===== config.mk =====
export PLATFORM = sky130hd
export DESIGN_NAME = unsigned_to_radix_text_core
export DESIGN_NICKNAME = d
export VERILOG_FILES = /design/src/rtl/utrt_pkg.sv /design/src/rtl/utrt_datapath.sv /design/src/rtl/utrt_ctrl.sv /design/src/rtl/unsigned_to_radix_text_core.sv
export SDC_FILE = /design/constraint.sdc
export NUM_CORES = 1
export LEC_CHECK = 0
export ABC_AREA = 1
export ABC_CLOCK_PERIOD_IN_PS = 8450
export CAP_MARGIN = 40
export CORE_MARGIN = 8
export CORE_UTILIZATION = 60
export CTS_CLUSTER_DIAMETER = 100
export DETAILED_ROUTE_END_ITERATION = 7
export DONT_BUFFER_PORTS = 1
export GPL_ROUTABILITY_DRIVEN = 0
export HOLD_SLACK_MARGIN = 0.03
export PLACE_DENSITY_LB_ADDON = 0.15
export SLEW_MARGIN = 0
export SYNTH_ARGS = -nofsm -noshare
export SYNTH_HDL_FRONTEND = slang
export SYNTH_HIERARCHICAL = 1
export SYNTH_SLANG_ARGS = --single-unit
export TNS_END_PERCENT = 100

===== constraint.sdc =====
create_clock -name clock -period 8.45 [get_ports clock]
set_input_delay 0.4225 -clock clock [delete_from_list [all_inputs] [get_ports clock]]
set_output_delay 0.4225 -clock clock [all_outputs]
set_load 0.03 [all_outputs]

===== src/rtl/utrt_pkg.sv =====
// Shared constants, types and the digit-to-character function of the radix text converter.
package utrt_pkg;

   // Defaults for the top-level parameters
   localparam int VALUE_BITS_DEFAULT = 32;
   localparam int MAX_WIDTH_DEFAULT  = 32;

   // Request field widths and packing
   localparam int REQ_VALUE_W = 32;
   localparam int REQ_RADIX_W = 6;
   localparam int REQ_WIDTH_W = 6;
   localparam int REQ_TDATA_W = 48;
   localparam int RSP_TDATA_W = 8;

   // Quotient bits resolved per divider cycle
   localparam int DIV_STEP = 4;

   // Legal radix range
   localparam logic [REQ_RADIX_W-1:0] RADIX_MIN = 6'd2;
   localparam logic [REQ_RADIX_W-1:0] RADIX_MAX = 6'd36;

   // Characters
   localparam logic [7:0] PAD_CHAR   = 8'h30;
   localparam logic [7:0] ALPHA_BASE = 8'h61;
   localparam logic [5:0] DEC_DIGITS = 6'd10;

   typedef enum logic [2:0] {
      ST_IDLE,
      ST_DIV,
      ST_STORE,
      ST_SIZE,
      ST_EMIT,
      ST_ERR
   } utrt_state_type;

   // Controller to datapath
   typedef struct packed {
      logic start;
      logic div_step;
      logic digit_store;
      logic size;
      logic emit_next;
      logic show_err;
   } utrt_cmd_type;

   // Datapath to controller
   typedef struct packed {
      logic radix_bad;
      logic div_done;
      logic quot_zero;
      logic last_char;
   } utrt_status_type;

   // Digit value 0..35 to lower-case ASCII
   function automatic logic [7:0] digit_ascii(input logic [5:0] d);
      logic [7:0] ch;
      if (d < DEC_DIGITS) begin
         ch = PAD_CHAR + {2'b00, d};
      end else begin
         ch = ALPHA_BASE + {2'b00, d - DEC_DIGITS};
      end
      return ch;
   endfunction

endpackage


===== src/rtl/utrt_datapath.sv =====
// Datapath: digit-serial divider, digit stack, padding and character output.
module utrt_datapath import utrt_pkg::*; #(
   parameter int VALUE_BITS = VALUE_BITS_DEFAULT,
   parameter int MAX_WIDTH  = MAX_WIDTH_DEFAULT
) (
   input  logic                   clock,
   input  logic [REQ_VALUE_W-1:0] req_value,
   input  logic [REQ_RADIX_W-1:0] req_radix,
   input  logic [REQ_WIDTH_W-1:0] req_min_width,
   input  utrt_cmd_type           cmd,
   output utrt_status_type        stat,
   output logic [7:0]             rsp_char,
   output logic                   rsp_last,
   output logic                   rsp_bad
);

   localparam int VW         = (VALUE_BITS < REQ_VALUE_W) ? VALUE_BITS : REQ_VALUE_W;
   localparam int QW         = ((VW + DIV_STEP - 1) / DIV_STEP) * DIV_STEP;
   localparam int DIV_CYCLES = QW / DIV_STEP;
   localparam int CYC_W      = (DIV_CYCLES > 1) ? $clog2(DIV_CYCLES) : 1;
   localparam int NW         = $clog2(VW + 1);
   localparam int DIG_IW     = $clog2(VW);
   localparam int MAX_TOT    = (VW > MAX_WIDTH) ? VW : MAX_WIDTH;
   localparam int TOT_W      = $clog2(MAX_TOT + 1);

   logic [QW-1:0]          dvd_ff;
   logic [REQ_RADIX_W-1:0] rad_ff;
   logic [REQ_RADIX_W-1:0] rem_ff;
   logic [CYC_W-1:0]       cyc_ff;
   logic [NW-1:0]          ndig_ff;
   logic [TOT_W-1:0]       wid_ff;
   logic [TOT_W-1:0]       total_ff;
   logic [TOT_W-1:0]       pad_ff;
   logic [TOT_W-1:0]       k_ff;
   logic [5:0]             dig_ff [VW];

   logic [REQ_RADIX_W-1:0] rem_in;
   logic [DIV_STEP-1:0]    qbits;
   logic [REQ_RADIX_W:0]   part;
   logic [TOT_W-1:0]       wid_sat;
   logic [TOT_W-1:0]       ndig_ext;
   logic [TOT_W-1:0]       total_in;
   logic [TOT_W-1:0]       rd_full;
   logic [DIG_IW-1:0]      rd_idx;

   // Restoring division by the radix, DIV_STEP quotient bits per cycle
   always_comb begin
      rem_in = rem_ff;
      qbits  = '0;
      part   = '0;
      for (int i = 0; i < DIV_STEP; i++) begin
         part = {rem_in, dvd_ff[QW-1-i]};
         if (part >= {1'b0, rad_ff}) begin
            part               = part - {1'b0, rad_ff};
            qbits[DIV_STEP-1-i] = 1'b1;
         end
         rem_in = part[REQ_RADIX_W-1:0];
      end
   end

   // Minimum width saturates at MAX_WIDTH
   assign wid_sat = ({1'b0, req_min_width} > 7'(MAX_WIDTH)) ? TOT_W'(MAX_WIDTH)
                                                            : TOT_W'(req_min_width);

   assign ndig_ext = TOT_W'(ndig_ff);
   assign total_in = (ndig_ext > wid_ff) ? ndig_ext : wid_ff;

   always_ff @(posedge clock) begin
      if (cmd.start) begin
         dvd_ff  <= QW'(req_value[VW-1:0]);
         rad_ff  <= req_radix;
         wid_ff  <= wid_sat;
         rem_ff  <= '0;
         cyc_ff  <= '0;
         ndig_ff <= '0;
      end else if (cmd.div_step) begin
         dvd_ff <= {dvd_ff[QW-DIV_STEP-1:0], qbits};
         rem_ff <= rem_in;
         cyc_ff <= cyc_ff + CYC_W'(1);
      end else if (cmd.digit_store) begin
         dig_ff[ndig_ff[DIG_IW-1:0]] <= rem_ff;
         ndig_ff <= ndig_ff + NW'(1);
         rem_ff  <= '0;
         cyc_ff  <= '0;
      end else if (cmd.size) begin
         total_ff <= total_in;
         pad_ff   <= total_in - ndig_ext;
         k_ff     <= '0;
      end else if (cmd.emit_next) begin
         k_ff <= k_ff + TOT_W'(1);
      end
   end

   // Digits were stacked least significant first; read back from the top
   assign rd_full = total_ff - TOT_W'(1) - k_ff;
   assign rd_idx  = rd_full[DIG_IW-1:0];

   always_comb begin
      if (cmd.show_err) begin
         rsp_char = '0;
      end else if (k_ff < pad_ff) begin
         rsp_char = PAD_CHAR;
      end else begin
         rsp_char = digit_ascii(dig_ff[rd_idx]);
      end
   end

   assign rsp_last = cmd.show_err | stat.last_char;
   assign rsp_bad  = cmd.show_err;

   // Status back to the controller
   assign stat.radix_bad = (req_radix < RADIX_MIN) || (req_radix > RADIX_MAX);
   assign stat.div_done  = (cyc_ff == CYC_W'(DIV_CYCLES - 1));
   assign stat.quot_zero = (dvd_ff == '0);
   assign stat.last_char = (k_ff == total_ff - TOT_W'(1));

endmodule


===== src/rtl/utrt_ctrl.sv =====
// Controller: sequences accept, digit division, sizing and character output.
module utrt_ctrl import utrt_pkg::*; (
   input  logic            clock,
   input  logic            reset,
   input  logic            req_tvalid,
   output logic            req_tready,
   output logic            rsp_tvalid,
   input  logic            rsp_tready,
   input  utrt_status_type stat,
   output utrt_cmd_type    cmd
);

   utrt_state_type state_ff, state_in;

   // Next state
   always_comb begin
      state_in = state_ff;
      unique case (state_ff)
         ST_IDLE: begin
            if (req_tvalid) begin
               state_in = stat.radix_bad ? ST_ERR : ST_DIV;
            end
         end
         ST_DIV: begin
            if (stat.div_done) begin
               state_in = ST_STORE;
            end
         end
         ST_STORE: begin
            state_in = stat.quot_zero ? ST_SIZE : ST_DIV;
         end
         ST_SIZE: begin
            state_in = ST_EMIT;
         end
         ST_EMIT: begin
            if (rsp_tready && stat.last_char) begin
               state_in = ST_IDLE;
            end
         end
         ST_ERR: begin
            if (rsp_tready) begin
               state_in = ST_IDLE;
            end
         end
         default: state_in = ST_IDLE;
      endcase
   end

   always_ff @(posedge clock) begin
      if (reset) begin
         state_ff <= ST_IDLE;
      end else begin
         state_ff <= state_in;
      end
   end

   // Outputs and datapath commands
   always_comb begin
      req_tready      = 1'b0;
      rsp_tvalid      = 1'b0;
      cmd             = '0;
      unique case (state_ff)
         ST_IDLE: begin
            req_tready = 1'b1;
            cmd.start  = req_tvalid;
         end
         ST_DIV: begin
            cmd.div_step = 1'b1;
         end
         ST_STORE: begin
            cmd.digit_store = 1'b1;
         end
         ST_SIZE: begin
            cmd.size = 1'b1;
         end
         ST_EMIT: begin
            rsp_tvalid    = 1'b1;
            cmd.emit_next = rsp_tready;
         end
         ST_ERR: begin
            rsp_tvalid   = 1'b1;
            cmd.show_err = 1'b1;
         end
         default: begin
            cmd = '0;
         end
      endcase
   end

endmodule


===== src/rtl/unsigned_to_radix_text_core.sv =====
// Top level of the unsigned integer to radix text converter.
//
// A request carries a value, a radix (2..36) and a minimum width. The block
// answers with one response per character, most significant digit first,
// lower-case '0'-'9','a'-'z', left-padded with '0' to the minimum width
// (capped at MAX_WIDTH). The final character has rsp_tlast set. A radix
// outside 2..36 gives a single response with tdata zero, tlast and tuser set.
// Zero converts to a single '0' before padding.
// Each digit is found by the 4-bit-per-cycle restoring divide loop over the
// whole value, followed by a digit store step. One sizing step follows, then
// one character per cycle while rsp_tready is high.
// One request is handled at a time; req_tready is high only when idle.
// A low rsp_tready simply holds the current character. Synchronous reset
// returns the controller to idle and drops any request in progress.
module unsigned_to_radix_text_core import utrt_pkg::*; #(
   parameter int VALUE_BITS = VALUE_BITS_DEFAULT,
   parameter int MAX_WIDTH  = MAX_WIDTH_DEFAULT
) (
   input  logic                   clock,
   input  logic                   reset,
   input  logic                   req_tvalid,
   output logic                   req_tready,
   input  logic [REQ_TDATA_W-1:0] req_tdata,   // value[31:0], radix[37:32], min_width[43:38]
   output logic                   rsp_tvalid,
   input  logic                   rsp_tready,
   output logic [RSP_TDATA_W-1:0] rsp_tdata,   // digit_char[7:0]
   output logic                   rsp_tlast,
   output logic                   rsp_tuser    // bad_radix[0]
);

   utrt_cmd_type    cmd;
   utrt_status_type stat;

   utrt_ctrl u_ctrl (
      .clock      (clock),
      .reset      (reset),
      .req_tvalid (req_tvalid),
      .req_tready (req_tready),
      .rsp_tvalid (rsp_tvalid),
      .rsp_tready (rsp_tready),
      .stat       (stat),
      .cmd        (cmd)
   );

   utrt_datapath #(
      .VALUE_BITS (VALUE_BITS),
      .MAX_WIDTH  (MAX_WIDTH)
   ) u_datapath (
      .clock         (clock),
      .req_value     (req_tdata[REQ_VALUE_W-1:0]),
      .req_radix     (req_tdata[REQ_VALUE_W +: REQ_RADIX_W]),
      .req_min_width (req_tdata[REQ_VALUE_W+REQ_RADIX_W +: REQ_WIDTH_W]),
      .cmd           (cmd),
      .stat          (stat),
      .rsp_char      (rsp_tdata),
      .rsp_last      (rsp_tlast),
      .rsp_bad       (rsp_tuser)
   );

   // An error response is always a single, final character
   a_err_is_last: assert property (@(posedge clock) disable iff (reset)
      rsp_tvalid && rsp_tuser |-> rsp_tlast && (rsp_tdata == '0))
      else $error("error response not marked last or carries data");

   // Requests are taken only while no response is pending
   a_one_at_a_time: assert property (@(posedge clock) disable iff (reset)
      req_tready |-> !rsp_tvalid)
      else $error("request accepted while responses pending");

   // After the final character is taken the block is idle again
   a_idle_after_last: assert property (@(posedge clock) disable iff (reset)
      rsp_tvalid && rsp_tready && rsp_tlast |=> req_tready)
      else $error("not idle after final character");

endmodule

Yosys cells after proc, flatten, opt, wreduce, memory -nomap -nowiden
Memory sizes are Yosys's and may differ from the RTL's.
Cells that the tools add are included.
{ "op_classes": {"reduce_logical": 12, "addsub": 13, "n_mux": 38, "bitwise": 4, "n_eq_ne": 11, "order_cmp": 10} }
{ "op_table": {"columns": ["operator", "n"], "rows": [
  ["$mux W32", 2],
  ["$mux W6", 8],
  ["$logic_not A32 Y1", 1],
  ["$sub A6 B6 Y6", 5],
  ["$ge A7 B6 Y1", 4],
  ["$mux W8", 3],
  ["$mux W3", 7],
  ["$pmux W3 S6", 1],
  ["$mux W1", 16],
  ["$add A6 B1 Y6 const B", 2],
  ["$gt A6 B6 Y1 const B", 2],
  ["$reduce_and A4 Y1", 3],
  ["$eq A3 B3 Y1 const B", 3],
  ["$add A7 B6 Y8 const A", 1],
  ["$add A6 B6 Y7 const A", 1],
  ["$eq A3 B2 Y1 const B", 2],
  ["$eq A6 B6 Y1", 1],
  ["$gt A6 B6 Y1", 1],
  ["$lt A6 B2 Y1 const B", 1],
  ["$lt A6 B4 Y1 const B", 1],
  ["$lt A6 B6 Y1", 1],
  ["$ne A2 B2 Y1 const B", 3],
  ["$reduce_bool A2 Y1", 3],
  ["$sub A6 B1 Y6 const B", 1],
  ["other kinds (13)", 15]
]} }
{ "totals": {"regBits": 80, "ram_bits": 192, "input_bits": 52, "mem_count": 1} }
{ "mem_list": {"columns": ["memory", "words", "width", "rd", "rd_ports_with_merged_regs", "wr", "line_no", "rtl"], "rows": [
  ["u_datapath.dig_ff", 32, 6, 1, 0, 1, "utrt_datapath.sv:35", "logic [5:0] dig_ff [VW];"]
]} }

Logic depth before layout (Yosys ltp)
{ "logic_depth": {"ltp_word": 10, "mapped_depth": 47, "depth_no_buf": 46} }

Cells and area by module
Netlist, hierarchy kept.
{ "modules_own_cells": {"columns": ["module", "seq_area_each_um2", "cells_per_inst", "area_each_um2", "instances"], "rows": [
  ["utrt_datapath", 7927.6, 1437, 13718.2, 1],
  ["utrt_ctrl", 60.1, 52, 271.5, 1]
]} }

Worst setup path after synthesis
No wires, ideal clock.
{ "synth_timing": {"path_kind": "reg2reg", "start": "register u_datapath.rem_ff[1]", "end": "register u_datapath.rem_ff[1]", "n_path_buf": 2, "path_stages_with_launch": 46, "period_less_slack_ns": 6.353, "setup_slack_ns": 2.097, "required_ns": 8.336, "arrival_ns": 6.239, "path_cell_list": "dfxtp_1 > ha_1 > a21oi_1 > o21ai_2 > nand3_1 > nand3_2 > buf_4 > nor2_1 > a21oi_2 > ha_1 > a21oi_1 > nand2_1 > a21oi_1 > nand2_1 > o21ai_1 > nand2_1 > clkinv_1 > nand2_1 > (+10 left out) > a21oi_1 > nand2_1 > nor2_2 > nand2_1 > nand2_1 > inv_1 > ha_1 > nand2_1 > o21ai_0 > a21oi_1 > o21bai_1 > nand2_1 > o311ai_0 > inv_1 > nand3_2 > nand2_1 > nand3_1 > nand2_1"} }
{ "synth_between": {"elab_chain_len": 9, "elab_cells_between_ends": 13} }
{ "synth_rtl": {"columns": ["item", "line_no", "rtl"], "rows": [
  ["start: declaration", "utrt_datapath.sv:28", "logic [REQ_RADIX_W-1:0] rem_ff;"],
  ["start signal: assignment", "utrt_datapath.sv:78", "rem_ff <= rem_in;"],
  ["$sub A6 B6 Y6 or $ge A7 B6 Y1 (tied branches)", "utrt_datapath.sv:54, utrt_datapath.sv:53", null],
  ["$mux W6 *", "utrt_datapath.sv:53", "if (part >= {1'b0, rad_ff}) begin"],
  ["$sub A6 B6 Y6 or $ge A7 B6 Y1 (tied branches)", "utrt_datapath.sv:54, utrt_datapath.sv:53", null],
  ["$mux W6 *", "utrt_datapath.sv:53", null],
  ["$ge A7 B6 Y1 or $sub A6 B6 Y6 (tied branches)", "utrt_datapath.sv:53, utrt_datapath.sv:54", null],
  ["$mux W6 *", "utrt_datapath.sv:53", null],
  ["$sub A6 B6 Y6 or $ge A7 B6 Y1 (tied branches)", "utrt_datapath.sv:54, utrt_datapath.sv:53", null],
  ["$mux W6 *", "utrt_datapath.sv:53", null],
  ["$mux W6 *", "utrt_datapath.sv:76", "end else if (cmd.div_step) begin"]
]} }
Every way passes the cells marked *; elsewhere a longest branch is shown, timed or not.
A chain may end at the register's enable or synchronous reset.

Final worst setup path
{ "layout_timing": {"start": "register u_datapath.rad_ff[1]", "end": "register u_datapath.rem_ff[4]"} }
{ "layout_between": {"elab_chain_len": 9, "elab_cells_between_ends": 13} }
{ "layout_rtl": {"columns": ["item", "line_no", "rtl"], "rows": [
  ["start: declaration", "utrt_datapath.sv:27", "logic [REQ_RADIX_W-1:0] rad_ff;"],
  ["start signal: assignment", "utrt_datapath.sv:71", "rad_ff <= req_radix;"],
  ["$sub A6 B6 Y6 or $ge A7 B6 Y1 (tied branches)", "utrt_datapath.sv:54, utrt_datapath.sv:53", null],
  ["$mux W6", "utrt_datapath.sv:53", null],
  ["$sub A6 B6 Y6 or $ge A7 B6 Y1 (tied branches)", "utrt_datapath.sv:54, utrt_datapath.sv:53", null],
  ["$mux W6", "utrt_datapath.sv:53", null],
  ["$sub A6 B6 Y6 or $ge A7 B6 Y1 (tied branches)", "utrt_datapath.sv:54, utrt_datapath.sv:53", null],
  ["$mux W6", "utrt_datapath.sv:53", null],
  ["$sub A6 B6 Y6 or $ge A7 B6 Y1 (tied branches)", "utrt_datapath.sv:54, utrt_datapath.sv:53", null],
  ["$mux W6 *", "utrt_datapath.sv:53", null],
  ["$mux W6 *", "utrt_datapath.sv:76", null]
]} }
Marks and branches as above.

==> impl_metrics.ini <==
[cts]
cts_buffers = 28
clkLatencyLatePin_ns = 0.54
cts.htree.levels = 1
clk_pin_slew_worst_paths_ns = 0.06
cts_hold_buffers = 8
postCtsResizedCells = 0
tritoncts = built
post-cts-setup-buffers = 0
root_buffer = clkbuf_16
cts.path.max_buffers = 3
clkSinkCount = 272

[route]
vias = 10200
drt-total-wl_um = 31100
drtPass1Iterations = 6
drtAntennaViolNets = 0
route.detailed.drc = 0
drt_iter0_markers = 966
wire_per_inst_um = 17.0
routed_via_density = 5.54

[power]
power_density_nw_per_um2 = 424
ir_worst_vdd_mv = 0.681
leakage_uw = 0.00641

[die]
die_x_um = 169
pin_count = 64
rows = 56
core_sq_um = 23200
die_area_sq_um = 28500
die_h_um = 169
start_util = 0.603

[setup_path]
crit_type = reg2reg
max_stage_delay_ns = 0.50
r2r_start = u_datapath/rad_ff[1]$_DFFE_PP_
crit_path_end_kind = flip-flop
crit_path_start = u_datapath/rad_ff[1]$_DFFE_PP_
crit_slowest_cell = edfxtp_1
ff2ff_path_depth = 43
cp_num_cells = 43
start_kind = flip-flop
cp.required_ns = 8.88
worst-path-max-fanout = 13
critPathBufInv = 6
crit_family = compound AO/OA/AOI/OAI gates
cp.arrival_ns = 7.66
cp_common_cell = nand2_1

[timing]
final_max_slew_viol_count = 0
hold_violations = 0
period_share = 0.856
setup_viol = 0
fmax_ghz = 0.138
layout_min_cycle_time_ns = 7.23
relSlewSlack = 0.445
rsz0062_at_grt = false
clock_skew_ns = 0.00741
tightest_slew_ns = 0.827
fin_setup_tns_ns = 0

[layout]
drive_gt1_frac = 0.0641
multi_input_area_sq_um = 5080
fin_area_sq_um = 15200
fill_cells = 1853
num-nets-final = 1607
ff_latch_area_sq_um = 7990
syn2layout_area_growth_pct = 8.78
diodes = 0
final_common_cell = nand2_1
final_cell_mix = 420 x nand2_1, 254 x edfxtp_1, 163 x inv_1, 150 x nand3_1, 122 x nor2_1

[yosys]
ys_seq_elements = 272
syn-instance-count = 1489
synth_area_per_cell_sq_um = 9.40
synth_cell_types = 44
syn-cell-area_sq_um = 14000
synth_edf_count = 254
yosysSeqAreaShare = 0.571
ys.flop_type = edfxtp_1
ys_warn_count = 6
syn_nets = 1604
synthArstFlopShare = 0

[global_routing]
grt_pass1_vias = 9806
antenna_found_initial = 0
grt-ovfl-total = 0
grt_max_degree = 62
grt.total_usage = 0.218
grt_pass1_wl_um = 49500

[worst_hold_path]
hold_path_depth = 3
min_path_type = in2reg
min-delay-start = reset

[placed_design]
io_buffers = 0
dpl_cell_area_sq_um = 14300
hpwlAfterDp_um = 20600

[outcome]
outcome = finished, final reports clean

[run]
cap_violations = 0
-- power breakdown --
| part | switching (uW) | total, uW | internal [uW] |
|---|---|---|---|
| Combinational | 2290 | 3440 | 1150 |
| Sequential | 90.5 | 1850 | 1750 |
| Clock | 487 | 1170 | 683 |
| Total | 2870 | 6450 | 3580 |
-- synthesized netlist by cell type (6+ instances only) --
master	count	area (sq um)
a21oi_1	35	175
buf_2	23	115
buf_4	9	67.6
clkbuf_1	14	52.6
dfxtp_1	18	360
edfxtp_1	254	7630
fa_1	6	120
ha_1	57	713
inv_1	163	612
inv_2	12	45.0
nand2_1	420	1580
nand2_2	6	37.5
nand3_1	150	751
nand3_2	6	60.1
nand4_1	10	62.6
nor2_1	123	462
nor2_2	7	43.8
nor3_1	10	50.1
nor4_1	10	62.6
o21ai_0	81	405
o21ai_1	14	70.1
xnor2_1	9	78.8
xor2_1	17	149
-- sequential cells by signal, indices dropped and copies added (netlist names) --
signal               flops
u_datapath/rad_ff        6
u_datapath/wid_ff        6
u_datapath/k_ff          6
u_datapath/ndig_ext      6
u_datapath/rem_ff        6
u_ctrl/state_ff          3
u_datapath/total_ff      6
u_datapath/dvd_ff       32
u_datapath/cyc_ff        3
u_datapath/pad_ff        6
u_datapath/dig_ff      192
-- worst min-delay path, cell delays in order --
cell	delay, ns
inv_1	0.03
nand2_1	0.06
nor2_1	0.03
-- through the flow --
step           worst slack [ns]  utilization  power, uW  instances  hold WS (ns)
2_1_floorplan              2.10            -       4520       1489         0.446
4_1_cts                    1.28        0.656       6440       1833        0.0342
3_3_place_gp               1.56        0.614       5140       1772         0.464
3_5_place_dp               1.29        0.615       5260       1773         0.476
6_report                   1.22        0.656       6450       1833        0.0513
5_1_grt                   0.464        0.656       6980       1833        0.0509
-- layout make-up --
| cell class | instances | area share |
|---|---|---|
| tap | 319 | 0.0262 |
| inverter | 178 | 0.0439 |
| sequential | 272 | 0.525 |
| clock inverter | 18 | 0.00855 |
| timing repair buffer | 23 | 0.0140 |
| multi-input combinational | 989 | 0.334 |
| clock buffer | 34 | 0.0489 |
-- routing by layer --
metal  vias to the layer above  part of all wire  GRT usage
li1                       4981                 -          -
met1                      4784              0.43      0.280
met2                       333              0.49      0.378
met3                        62             0.064     0.0310
met4                         0             0.025     0.0660
met5                         -                 0          0
-- final timing paths --
| check | to | slack, ns |
|---|---|---|
| worst min-delay path | u_ctrl/state_ff[2]$_SDFFE_PP0P_ | 0.05 |
| worst max-delay path | u_datapath/rem_ff[4]$_SDFFE_PP0N_ | 1.22 |
| worst min register to register | u_datapath/cyc_ff[0]$_SDFFE_PP0N_ | 0.49 |
| worst max register to register | u_datapath/rem_ff[4]$_SDFFE_PP0N_ | 1.22 |
-- logic make-up (layout without fill, tap and decap cells) --
| logic type | Yosys count | in the layout | synth area share |
|---|---|---|---|
| AND/OR/NAND/NOR | 748 | 748 | 0.226 |
| buffers and inverters | 228 | 253 | 0.0678 |
| AO/OA/AOI/OAI | 150 | 150 | 0.0575 |
| adder cells (fa/ha/maj) | 63 | 63 | 0.0596 |
| flip-flops | 272 | 272 | 0.571 |
| XOR/XNOR | 28 | 28 | 0.0186 |
Power figures use the tool's default switching activity.
